## src/hw/rtl/dnsae_pkg.sv

```systemverilog
// Types, constants and codes shared by the DNS answer address extractor modules.
`default_nettype none

package dnsae_pkg;

    localparam int MAX_PACKET_BYTES_DEF = 4096;

    localparam int          HDR_LAST_POS = 11;
    localparam int          QTAIL_LEN    = 4;
    localparam int          FIXED_LEN    = 10;
    localparam logic [7:0]  PTR_MARK     = 8'hC0;
    localparam logic [15:0] TYPE_A       = 16'd1;
    localparam logic [15:0] TYPE_AAAA    = 16'd28;
    localparam logic [15:0] LEN_A        = 16'd4;
    localparam logic [15:0] LEN_AAAA     = 16'd16;

    localparam logic KIND_ADDR    = 1'b0;
    localparam logic KIND_SUMMARY = 1'b1;
    localparam logic FAM_V4       = 1'b0;
    localparam logic FAM_V6       = 1'b1;

    localparam int OUTQ_DEPTH = 4;

    typedef enum logic [3:0] {
        PH_HDR,
        PH_QNAME,
        PH_QLABEL,
        PH_QPTR,
        PH_QTAIL,
        PH_ANAME,
        PH_ALABEL,
        PH_APTR,
        PH_AFIXED,
        PH_ARDATA,
        PH_DONE
    } phase_t;

    typedef enum logic [1:0] {
        ST_OK,
        ST_SHORT,
        ST_BAD_QUESTION,
        ST_NO_ADDRESS
    } status_t;

    typedef struct packed {
        logic        kind;
        logic        family;
        logic [63:0] upper;
        logic [63:0] lower;
        logic [15:0] id;
        logic        qr;
        logic [3:0]  rcode;
        status_t     status;
        logic [15:0] count;
        logic        last;
    } result_t;

    // Writes into the result queue caused by one byte.
    typedef struct packed {
        logic one;
        logic two;
    } push_t;

endpackage

`default_nettype wire

```

## src/hw/rtl/dns_answer_address_extractor.sv

```systemverilog
// A result is written into the result queue registers on the transfer of its byte and leaves from the queue head.
// Throughput: one byte per cycle while s_tready is high; a byte that ends an address record and the packet
// causes two results, which leave one after the other from a four-entry result queue.
// s_tready drops only while that queue holds more than two results.
// Reset: rst_n is asynchronous and active low; it clears the parser and empties the queue.
`default_nettype none

module dns_answer_address_extractor
    import dnsae_pkg::*;
#(
    parameter int MAX_PACKET_BYTES = MAX_PACKET_BYTES_DEF
)
(
    input  wire logic         clk,
    input  wire logic         rst_n,
    input  wire logic         s_tvalid,
    output logic              s_tready,
    input  wire logic [7:0]   s_tdata,   // data_byte
    input  wire logic         s_tlast,   // end_of_packet
    output logic              m_tvalid,
    input  wire logic         m_tready,
    // addr_upper[63:0], addr_lower[127:64], message_id[143:128], is_response[144],
    // response_code[148:145], parse_status[150:149], address_count[166:151], zero[167]
    output logic [167:0]      m_tdata,
    output logic [1:0]        m_tuser,   // result_kind[0], addr_family[1]
    output logic              m_tlast    // last_of_run
);

    // The parser keeps the whole packet state in registers and updates it on every
    // byte transfer. The results of a byte go straight into the queue, which acts as
    // the result register and lets the input side keep running while the output stalls.

    logic    accept;
    result_t res0;
    result_t res1;
    result_t head;
    push_t   push;
    logic    room;

    assign accept   = s_tvalid && s_tready;
    assign s_tready = room;

    dnsae_parser #(
        .MAX_PACKET_BYTES (MAX_PACKET_BYTES)
    ) u_parser (
        .clk     (clk),
        .rst_n   (rst_n),
        .accept  (accept),
        .in_byte (s_tdata),
        .in_last (s_tlast),
        .res0    (res0),
        .res1    (res1),
        .push    (push)
    );

    dnsae_outq u_outq (
        .clk       (clk),
        .rst_n     (rst_n),
        .push      (push),
        .wdata0    (res0),
        .wdata1    (res1),
        .room      (room),
        .out_valid (m_tvalid),
        .out_ready (m_tready),
        .out_data  (head)
    );

    // Pack the result fields onto the stream, first field in the lowest bits.
    assign m_tdata = {1'b0, head.count, head.status, head.rcode, head.qr, head.id,
                      head.lower, head.upper};
    assign m_tuser = {head.family, head.kind};
    assign m_tlast = head.last;

endmodule

`default_nettype wire

```

## src/hw/rtl/dnsae_parser.sv

```systemverilog
// Byte-level DNS response parser: header capture, name skipping and rdata collection.
`default_nettype none

module dnsae_parser
    import dnsae_pkg::*;
#(
    parameter int MAX_PACKET_BYTES = MAX_PACKET_BYTES_DEF
)
(
    input  wire logic       clk,
    input  wire logic       rst_n,
    input  wire logic       accept,
    input  wire logic [7:0] in_byte,
    input  wire logic       in_last,
    output result_t         res0,
    output result_t         res1,
    output push_t           push
);

    localparam int POS_W = $clog2(MAX_PACKET_BYTES + 1);

    logic [POS_W-1:0] pos_reg,   pos_next;
    phase_t           phase_reg, phase_next;
    logic [15:0]      id_reg,    id_next;
    logic [15:0]      flags_reg, flags_next;
    logic [15:0]      ans_reg,   ans_next;
    logic [7:0]       skip_reg,  skip_next;
    logic [15:0]      rtype_reg, rtype_next;
    logic [15:0]      rdrem_reg, rdrem_next;
    logic [63:0]      sh0_reg,   sh0_next;
    logic [63:0]      sh1_reg,   sh1_next;
    logic [15:0]      found_reg, found_next;

    logic    finish;
    logic    emit;
    logic    ok_len;
    logic    is_question;
    logic    hdr_seen;
    status_t status;
    result_t addr_res;
    result_t sum_res;

    always_comb
    begin
        pos_next    = pos_reg;
        phase_next  = phase_reg;
        id_next     = id_reg;
        flags_next  = flags_reg;
        ans_next    = ans_reg;
        skip_next   = skip_reg;
        rtype_next  = rtype_reg;
        rdrem_next  = rdrem_reg;
        sh0_next    = sh0_reg;
        sh1_next    = sh1_reg;
        found_next  = found_reg;
        finish      = 1'b0;
        emit        = 1'b0;
        ok_len      = 1'b0;
        is_question = (phase_reg == PH_QNAME);
        hdr_seen    = 1'b0;
        status      = ST_OK;

        if (accept && (pos_reg < POS_W'(MAX_PACKET_BYTES)))
        begin
            pos_next = pos_reg + 1'b1;
            unique case (phase_reg)
                PH_HDR:
                begin
                    if (pos_reg == POS_W'(0)) id_next = {in_byte, 8'd0};
                    if (pos_reg == POS_W'(1)) id_next = {id_reg[15:8], in_byte};
                    if (pos_reg == POS_W'(2)) flags_next = {in_byte, 8'd0};
                    if (pos_reg == POS_W'(3)) flags_next = {flags_reg[15:8], in_byte};
                    if (pos_reg == POS_W'(6)) ans_next = {in_byte, 8'd0};
                    if (pos_reg == POS_W'(7)) ans_next = {ans_reg[15:8], in_byte};
                    if (pos_reg >= POS_W'(HDR_LAST_POS)) phase_next = PH_QNAME;
                end
                PH_QNAME, PH_ANAME:
                begin
                    if ((in_byte & PTR_MARK) == PTR_MARK)
                    begin
                        phase_next = is_question ? PH_QPTR : PH_APTR;
                    end
                    else if (in_byte == 8'd0)
                    begin
                        if (is_question)
                        begin
                            phase_next = PH_QTAIL;
                            skip_next  = 8'(QTAIL_LEN);
                        end
                        else
                        begin
                            phase_next = PH_AFIXED;
                            skip_next  = 8'(FIXED_LEN);
                            rtype_next = 16'd0;
                            rdrem_next = 16'd0;
                        end
                    end
                    else
                    begin
                        skip_next  = in_byte;
                        phase_next = is_question ? PH_QLABEL : PH_ALABEL;
                    end
                end
                PH_QLABEL:
                begin
                    skip_next = skip_reg - 1'b1;
                    if (skip_reg == 8'd1) phase_next = PH_QNAME;
                end
                PH_ALABEL:
                begin
                    skip_next = skip_reg - 1'b1;
                    if (skip_reg == 8'd1) phase_next = PH_ANAME;
                end
                PH_QPTR:
                begin
                    phase_next = PH_QTAIL;
                    skip_next  = 8'(QTAIL_LEN);
                end
                PH_QTAIL:
                begin
                    skip_next = skip_reg - 1'b1;
                    if (skip_reg == 8'd1) phase_next = (ans_reg != 16'd0) ? PH_ANAME : PH_DONE;
                end
                PH_APTR:
                begin
                    phase_next = PH_AFIXED;
                    skip_next  = 8'(FIXED_LEN);
                    rtype_next = 16'd0;
                    rdrem_next = 16'd0;
                end
                PH_AFIXED:
                begin
                    // Type is the first two of the ten fixed bytes, rdlength the last two.
                    if (skip_reg >= 8'(FIXED_LEN - 1)) rtype_next = {rtype_reg[7:0], in_byte};
                    if (skip_reg <= 8'd2) rdrem_next = {rdrem_reg[7:0], in_byte};
                    skip_next = skip_reg - 1'b1;
                    if (skip_reg == 8'd1)
                    begin
                        ok_len = ((rtype_next == TYPE_A) && (rdrem_next == LEN_A)) ||
                                 ((rtype_next == TYPE_AAAA) && (rdrem_next == LEN_AAAA));
                        if (!ok_len) rtype_next = 16'd0;
                        sh0_next = 64'd0;
                        sh1_next = 64'd0;
                        if (rdrem_next == 16'd0) finish = 1'b1;
                        else phase_next = PH_ARDATA;
                    end
                end
                PH_ARDATA:
                begin
                    sh0_next   = {sh0_reg[55:0], sh1_reg[63:56]};
                    sh1_next   = {sh1_reg[55:0], in_byte};
                    rdrem_next = rdrem_reg - 1'b1;
                    if (rdrem_reg == 16'd1) finish = 1'b1;
                end
                default:
                begin
                end
            endcase
        end

        if (finish)
        begin
            emit = (rtype_next == TYPE_A) || (rtype_next == TYPE_AAAA);
            if (emit && (found_reg != 16'hFFFF)) found_next = found_reg + 1'b1;
            ans_next   = ans_reg - 1'b1;
            phase_next = (ans_next != 16'd0) ? PH_ANAME : PH_DONE;
        end

        addr_res.kind   = KIND_ADDR;
        addr_res.family = (rtype_next == TYPE_AAAA) ? FAM_V6 : FAM_V4;
        addr_res.upper  = (rtype_next == TYPE_AAAA) ? sh0_next : 64'd0;
        addr_res.lower  = (rtype_next == TYPE_AAAA) ? sh1_next : {32'd0, sh1_next[31:0]};
        addr_res.id     = id_next;
        addr_res.qr     = flags_next[15];
        addr_res.rcode  = flags_next[3:0];
        addr_res.status = ST_OK;
        addr_res.count  = found_next;
        addr_res.last   = !in_last;

        hdr_seen = (phase_next != PH_HDR);
        if (!hdr_seen) status = ST_SHORT;
        else if (phase_next <= PH_QTAIL) status = ST_BAD_QUESTION;
        else if (found_next == 16'd0) status = ST_NO_ADDRESS;
        else status = ST_OK;

        sum_res.kind   = KIND_SUMMARY;
        sum_res.family = FAM_V4;
        sum_res.upper  = 64'd0;
        sum_res.lower  = 64'd0;
        sum_res.id     = hdr_seen ? id_next : 16'd0;
        sum_res.qr     = hdr_seen ? flags_next[15] : 1'b0;
        sum_res.rcode  = hdr_seen ? flags_next[3:0] : 4'd0;
        sum_res.status = status;
        sum_res.count  = found_next;
        sum_res.last   = 1'b1;

        // The summary closes the packet and returns all state to its reset value.
        if (accept && in_last)
        begin
            pos_next   = '0;
            phase_next = PH_HDR;
            id_next    = 16'd0;
            flags_next = 16'd0;
            ans_next   = 16'd0;
            skip_next  = 8'd0;
            rtype_next = 16'd0;
            rdrem_next = 16'd0;
            sh0_next   = 64'd0;
            sh1_next   = 64'd0;
            found_next = 16'd0;
        end
    end

    assign res0     = emit ? addr_res : sum_res;
    assign res1     = sum_res;
    assign push.one = accept && (emit || in_last);
    assign push.two = accept && emit && in_last;

    always_ff @(posedge clk or negedge rst_n)
    begin
        if (!rst_n)
        begin
            pos_reg   <= '0;
            phase_reg <= PH_HDR;
            id_reg    <= 16'd0;
            flags_reg <= 16'd0;
            ans_reg   <= 16'd0;
            skip_reg  <= 8'd0;
            rtype_reg <= 16'd0;
            rdrem_reg <= 16'd0;
            sh0_reg   <= 64'd0;
            sh1_reg   <= 64'd0;
            found_reg <= 16'd0;
        end
        else
        begin
            pos_reg   <= pos_next;
            phase_reg <= phase_next;
            id_reg    <= id_next;
            flags_reg <= flags_next;
            ans_reg   <= ans_next;
            skip_reg  <= skip_next;
            rtype_reg <= rtype_next;
            rdrem_reg <= rdrem_next;
            sh0_reg   <= sh0_next;
            sh1_reg   <= sh1_next;
            found_reg <= found_next;
        end
    end

endmodule

`default_nettype wire

```

## src/hw/rtl/dnsae_outq.sv

```systemverilog
// Small result queue that takes up to two results per cycle and hands out one.
`default_nettype none

module dnsae_outq
    import dnsae_pkg::*;
(
    input  wire logic    clk,
    input  wire logic    rst_n,
    input  wire push_t   push,
    input  wire result_t wdata0,
    input  wire result_t wdata1,
    output logic         room,
    output logic         out_valid,
    input  wire logic    out_ready,
    output result_t      out_data
);

    localparam int PTR_W = $clog2(OUTQ_DEPTH);
    localparam int CNT_W = $clog2(OUTQ_DEPTH + 1);

    result_t          mem_reg [OUTQ_DEPTH];
    logic [PTR_W-1:0] wr_ptr_reg, wr_ptr_next;
    logic [PTR_W-1:0] rd_ptr_reg, rd_ptr_next;
    logic [CNT_W-1:0] count_reg,  count_next;
    logic [PTR_W-1:0] wr_ptr_plus1;
    logic             pop;

    assign pop          = out_valid && out_ready;
    assign wr_ptr_plus1 = wr_ptr_reg + 1'b1;
    assign out_valid    = (count_reg != '0);
    assign out_data     = mem_reg[rd_ptr_reg];
    // Room for the two results that one byte can cause.
    assign room         = (count_reg <= CNT_W'(OUTQ_DEPTH - 2));

    always_comb
    begin
        wr_ptr_next = wr_ptr_reg + PTR_W'(push.one) + PTR_W'(push.two);
        rd_ptr_next = rd_ptr_reg + PTR_W'(pop);
        count_next  = count_reg + CNT_W'(push.one) + CNT_W'(push.two) - CNT_W'(pop);
    end

    always_ff @(posedge clk)
    begin
        if (push.one) mem_reg[wr_ptr_reg] <= wdata0;
        if (push.two) mem_reg[wr_ptr_plus1] <= wdata1;
    end

    always_ff @(posedge clk or negedge rst_n)
    begin
        if (!rst_n)
        begin
            wr_ptr_reg <= '0;
            rd_ptr_reg <= '0;
            count_reg  <= '0;
        end
        else
        begin
            wr_ptr_reg <= wr_ptr_next;
            rd_ptr_reg <= rd_ptr_next;
            count_reg  <= count_next;
        end
    end

endmodule

`default_nettype wire

```

## config.mk

```make
export PLATFORM = sky130hd
export DESIGN_NAME = dns_answer_address_extractor
export DESIGN_NICKNAME = d
export VERILOG_FILES = /design/src/hw/rtl/dnsae_pkg.sv /design/src/hw/rtl/dns_answer_address_extractor.sv /design/src/hw/rtl/dnsae_parser.sv /design/src/hw/rtl/dnsae_outq.sv
export SDC_FILE = /design/constraint.sdc
export NUM_CORES = 2
export LEC_CHECK = 0
export BUFFER_PORTS_ARGS = -buffer_cell sky130_fd_sc_hd__buf_4
export CAP_MARGIN = 25
export CORE_MARGIN = 1
export CORE_UTILIZATION = 40
export CTS_CLUSTER_DIAMETER = 60
export CTS_CLUSTER_SIZE = 25
export DETAILED_ROUTE_END_ITERATION = 12
export SLEW_MARGIN = 20
export SYNTH_ARGS = -nofsm -noshare
export SYNTH_HDL_FRONTEND = slang
export SYNTH_HIERARCHICAL = 1
export SYNTH_SLANG_ARGS = --single-unit
```

## constraint.sdc

```tcl
create_clock -name clk -period 18.1 [get_ports clk]
set_clock_uncertainty 0.15 [all_clocks]
set_input_delay 2.715 -clock clk [delete_from_list [all_inputs] [get_ports clk]]
set_output_delay 2.715 -clock clk [all_outputs]
set_load 0.005 [all_outputs]
```

# Word-level counts from Yosys, hierarchy flattened

Memories as Yosys holds them, arrays and structs flattened.
Index checks and enable logic that the tools add are counted.

Input bits: 13
Bits in writable memories: 680
Word-level logic and storage cells: 190
Flip-flop bits (word level): 245
Memories kept: 1

Add/subtract/negate cells: 12
$lt $le $gt $ge: 6
Muxes and demuxes: 92
Reductions and logical operators: 36
Equal/unequal tests: 28

Memories:

| name           | depth | width | rd ports | clocked after Yosys merged registers in | write ports | line             | RTL |
|---|---|---|---|---|---|---|---|
| u_outq.mem_reg | 4     | 170   | 1        | 0                                       | 2           | dnsae_outq.sv:21 | `result_t mem_reg [OUTQ_DEPTH];` |

Operator list:

| operator                | number |
|---|---|
| $mux W16                | 38 |
| $mux W64                | 8 |
| $pmux W64 S2            | 2 |
| $mux W170               | 1 |
| $mux W4                 | 16 |
| $pmux W16 S4            | 1 |
| $eq A16 B1 Y1 const B   | 3 |
| $eq A16 B5 Y1 const B   | 3 |
| $pmux W16 S3            | 1 |
| $logic_not A16 Y1       | 2 |
| $mux W8                 | 4 |
| $pmux W4 S8             | 1 |
| $pmux W8 S4             | 1 |
| $reduce_bool A16 Y1     | 2 |
| $sub A16 B1 Y16 const B | 2 |
| $eq A13 B2 Y1 const B   | 2 |
| $eq A13 B3 Y1 const B   | 2 |
| $mux W13                | 2 |
| $add A16 B1 Y16 const B | 1 |
| $eq A16 B3 Y1 const B   | 1 |
| $eq A4 B3 Y1 const B    | 4 |
| $ne A16 B16 Y1 const B  | 1 |
| $add A13 B1 Y13 const B | 1 |
| $eq A13 B1 Y1 const B   | 1 |
| other kinds (38)        | 74 |

# Depth between registers and ports, before layout

Word-level depth: 21
Depth in mapped cells: 22

# Hierarchy

The synthesis kept the hierarchy.

By module, submodules not included:

| module                       | cells an instance | area an instance (sq um) | instances |
|---|---|---|---|
| dnsae_outq                   | 1,680             | 33,831.2                 | 1 |
| dnsae_parser                 | 1,704             | 14,197.4                 | 1 |
| dns_answer_address_extractor | 3                 | 17.5                     | 1 |

# Worst setup path before layout

Ideal clock, no wire load.

Path type: input-to-reg
Start point: input s_tdata[5]
End point: memory u_outq/mem_reg[0][0] in the netlist's numbering, enable pin
Library setup time: 0.948 ns
Path buffers: 4
Slack: -0.952 ns
Arrival: 17.953 ns
Required time: 17.002 ns
Cell stages on the path: 14
Path through: buf_2 nor4_1 a41oi_1 a311o_1 buf_2 a22o_1 a31o_1 nor4_4 o2111ai_1 buf_2 buf_1 nand2_1 inv_1 o31ai_1

RTL lines:

| what               | line                               | RTL |
|---|---|---|
| start: declaration | dns_answer_address_extractor.sv:18 | `input wire logic [7:0] s_tdata,` |
| end: declaration   | dnsae_outq.sv:21                   |  |

==> results.md <==
* Outcome: completed
* Critical hold path startpoint: u_parser/ans_reg[6]$_DFFE_PN0P_
* Total track usage at 19.7%
* Post-DP HPWL at 71200 µm
* Gpl congestion at ~0.84
* Main combinational cell family by area after synthesis: multiplexers
* Mux share of post-synthesis cell area at 25.8%
* Seq/Total Area, Yosys at 55.3%
* Cts repair resizes at 0
* Post-synth EDFFs at a little under 700
* Total CTS buffers at 91
* Async set-reset flop share out of synthesis at 26.5%
* CP required at 18.24 ns
* Port bufs at 184
* RR Startpoint: u_outq/count_reg[1]$_DFF_PN0_
* # IOs at 186
* Reg-to-reg slack, setup at 10.58 ns
* Final hold violations at 0
* Finish-stage setup viols at 0
* Part of the cycle the worst path needs at around half
* CP max FO at 56
* Nets at between 3k and 4k
* Xor-xnor portion of the synthesized cell area at 0.638%
* Tmin final at around 8.7 ns
* Synth top cells by count: edfxtp_1 (680), nor2_1 (420), mux2_2 (392), dfrtp_1 (245), mux2_4 (189)
* Worst slew margin at 30.9%
* Reg-to-Reg End: u_outq/mem_reg[1][162]$_DFFE_PP_
* Placed instance area at 0.0501 mm²
* LEAKAGE at between 20 and 25 nW
* Avg WL per Cell at 23.4 µm
* Yosys warns at 6
* Hold Path Sink: u_parser/ans_reg[6]$_DFFE_PN0P_
* Area Growth Syn to Fin at 11.0%
* Largest register FFs at 680
* Via count at 28.2k
* Synth Flop Type: edfxtp_1
* Cell Pwr Density at 119 mW/mm²
* CTS tree: done
* Die Y at 349 µm
* Area leader, netlist: edfxtp_1
* Fill count at approximately 11k
* Top area cells in the synthesized netlist: edfxtp_1 (43%), dfrtp_1 (13%), mux2_2 (9.2%), mux4_2 (8.0%), mux2_4 (5.9%)
* #FFs+latches synth at 925
* Hold path depth at 2
* Row count at 126
* Slew Viols, Final at 0
* Root buffer cell: clkbuf_16
* RSZ-0062 raised after global routing: false
* Adder-Cell Fraction of Synth Area at 0.542%
* CORE AREA at 0.119 mm²
* DRC at 0
* Initial antenna violation count at 2
* Unique masters post-synth at between 80 and 90
* Worst min-delay path class: reg -> reg
* VDD IR max at 0.114 mV
* Initial core utilization at 40.5%
* Gate count of the mapped netlist at 3387
* Clk sinks at 925
* Drt first-iter violations at 2202
* Fmax at 114 MHz
* Via/cell ratio at 5.48
* GRT Residual Overflow at 0
* Share of layout cells above drive strength 1 at 33.5%
* Setup TNS Final at 0 ns
* Clock Path Buffers at 3
* Avg Cell Area, Syn at 14.2 µm²
* Reg clk slew, reported paths at 0.07 ns
* MaxCap Viol Count at 0
* Worst-Margin Slew at between 1 and 1.5 ns
* Synth Area in Compound Gates at 5.78%
* Setup crit end kind: register
* Die area at 0.122 mm²
* Post-synth top area share at 42.5%
* Detailed Routing Iterations Pass 1 at 5
* Largest net degree at the start of global routing at 106
* Post-CTS Setup Inserts at 0
* Post-synthesis cell area at approximately 0.048 mm²
* Final instance area at between 0.05 and 0.06 mm²
* Skew-Pair Late Insertion Delay at 0.67 ns
* Crit path DAT at about 8.9 ns
* Vias in the first global route at slightly below 30k
* Simple logic cell fraction of the synthesized area at under 10%
* WS Path Type: in -> reg
* Global-route wire length before repair at ~180000 µm
* CP startpoint kind: primary input
* Hold_buf cts at 0
* Count leader, synth: edfxtp_1
* Total routed wirelength at 120000 µm
* Final ANT Viol Nets at 0
* Number of H-tree levels at 3
* Chip Width at 349 µm
* FF-to-FF path depth at 17
[through the flow]
stage	worst slack, ns	util, %	hold WS (ns)	instances	total power [mW]
floorplan	4.07	-	0.321	3516	3.67
global placement	8.69	42.2	0.350	4965	4.41
detailed placement	8.61	42.2	0.374	4965	4.42
CTS	9.32	45.0	0.391	5137	6.46
global route	8.92	45.0	0.419	5138	6.67
finish	9.36	45.0	0.384	5139	6.37
[how the worst max path moves through the flow]
stage / from / to / slack (ns)
6_report: s_tdata[5] / u_outq/mem_reg[1][162]$_DFFE_PP_ / 9.36
5_1_grt: s_tdata[5] / u_outq/mem_reg[1][102]$_DFFE_PP_ / 8.92
4_1_cts: s_tdata[5] / u_outq/mem_reg[1][78]$_DFFE_PP_ / 9.32
3_5_place_dp: s_tdata[5] / u_outq/mem_reg[1][162]$_DFFE_PP_ / 8.61
3_3_place_gp: s_tdata[5] / u_outq/mem_reg[1][164]$_DFFE_PP_ / 8.69
2_1_floorplan: s_tdata[5] / u_outq/mem_reg[3][0]$_DFFE_PP_ / 4.07
[kinds of logic (layout without fill, tap and decap cells)]
| family | Yosys count | in the layout |
|---|---|---|
| and+or+nand+nor | 712 | 712 |
| muxes | 869 | 869 |
| xor gates and xnor gates | 35 | 35 |
| AOI/OAI and AO/OA | 402 | 402 |
| other | 3 | 133 |
| buffers and inverters | 422 | 444 |
| DFF | 925 | 925 |
| adders and majority gates | 19 | 19 |
[worst max-delay path, cell delays in order]
cell and delay [ns]:
buf_4 0.19, nor4_1 0.46, a41oi_1 0.28, a311o_1 0.63, a22o_1 0.34, a31o_1 0.23, nor4_4 0.50, o2111ai_4 0.17
buf_4 0.32, nor2_1 0.63, mux2i_1 0.32, nor2_4 0.59, buf_4 0.59, buf_4 0.81
[layout by cell type, fill, tap and decap left out, types with 16 or more instances in the layout]
cell type,instances
edfxtp_1,680
nor2_1,419
mux2_2,392
dfrtp_1,243
buf_4,234
mux2_4,189
mux4_2,170
a22oi_1,154
conb_1,132
mux2_1,100
clkbuf_16,93
nand2_1,80
o21ai_0,72
a21oi_1,45
nor3_1,36
inv_1,33
nand3_1,30
and2_1,24
and3_1,19
mux2i_1,18
xor2_1,18
inv_6,17
xnor2_1,17
a31oi_1,17
ha_1,16
[final cells by class]
class	instances	area [µm²]	area share, %
Clock buffer	95	2330	4.38
Sequential cell	925	26600	49.8
Clock inverter	77	898	1.68
Timing Repair Buffer	239	1850	3.47
Multi-Input combinational cell	2169	19600	36.7
Tap cell	1600	2000	3.75
Antenna cell	1	2.50	0.00469
Inverter	33	124	0.232
[power breakdown]
group          leakage [nW]  switching (mW)  internal [mW]
registers              9.99           0.120           2.43
clock network          1.56           0.955           1.07
logic                  10.0           0.990          0.801
total                  21.6            2.06           4.30
[routing by layer]
metal / up-vias / track usage (%) / wire [µm]
li1: 12800 / - / -
met1: 14400 / 26.9 / 52900
met2: 796 / 32.4 / 58000
met3: 163 / 2.81 / 5970
met4: 0 / 6.09 / 3240
met5: - / 0 / 0
Note: power is estimated with default switching activity, not from simulation.
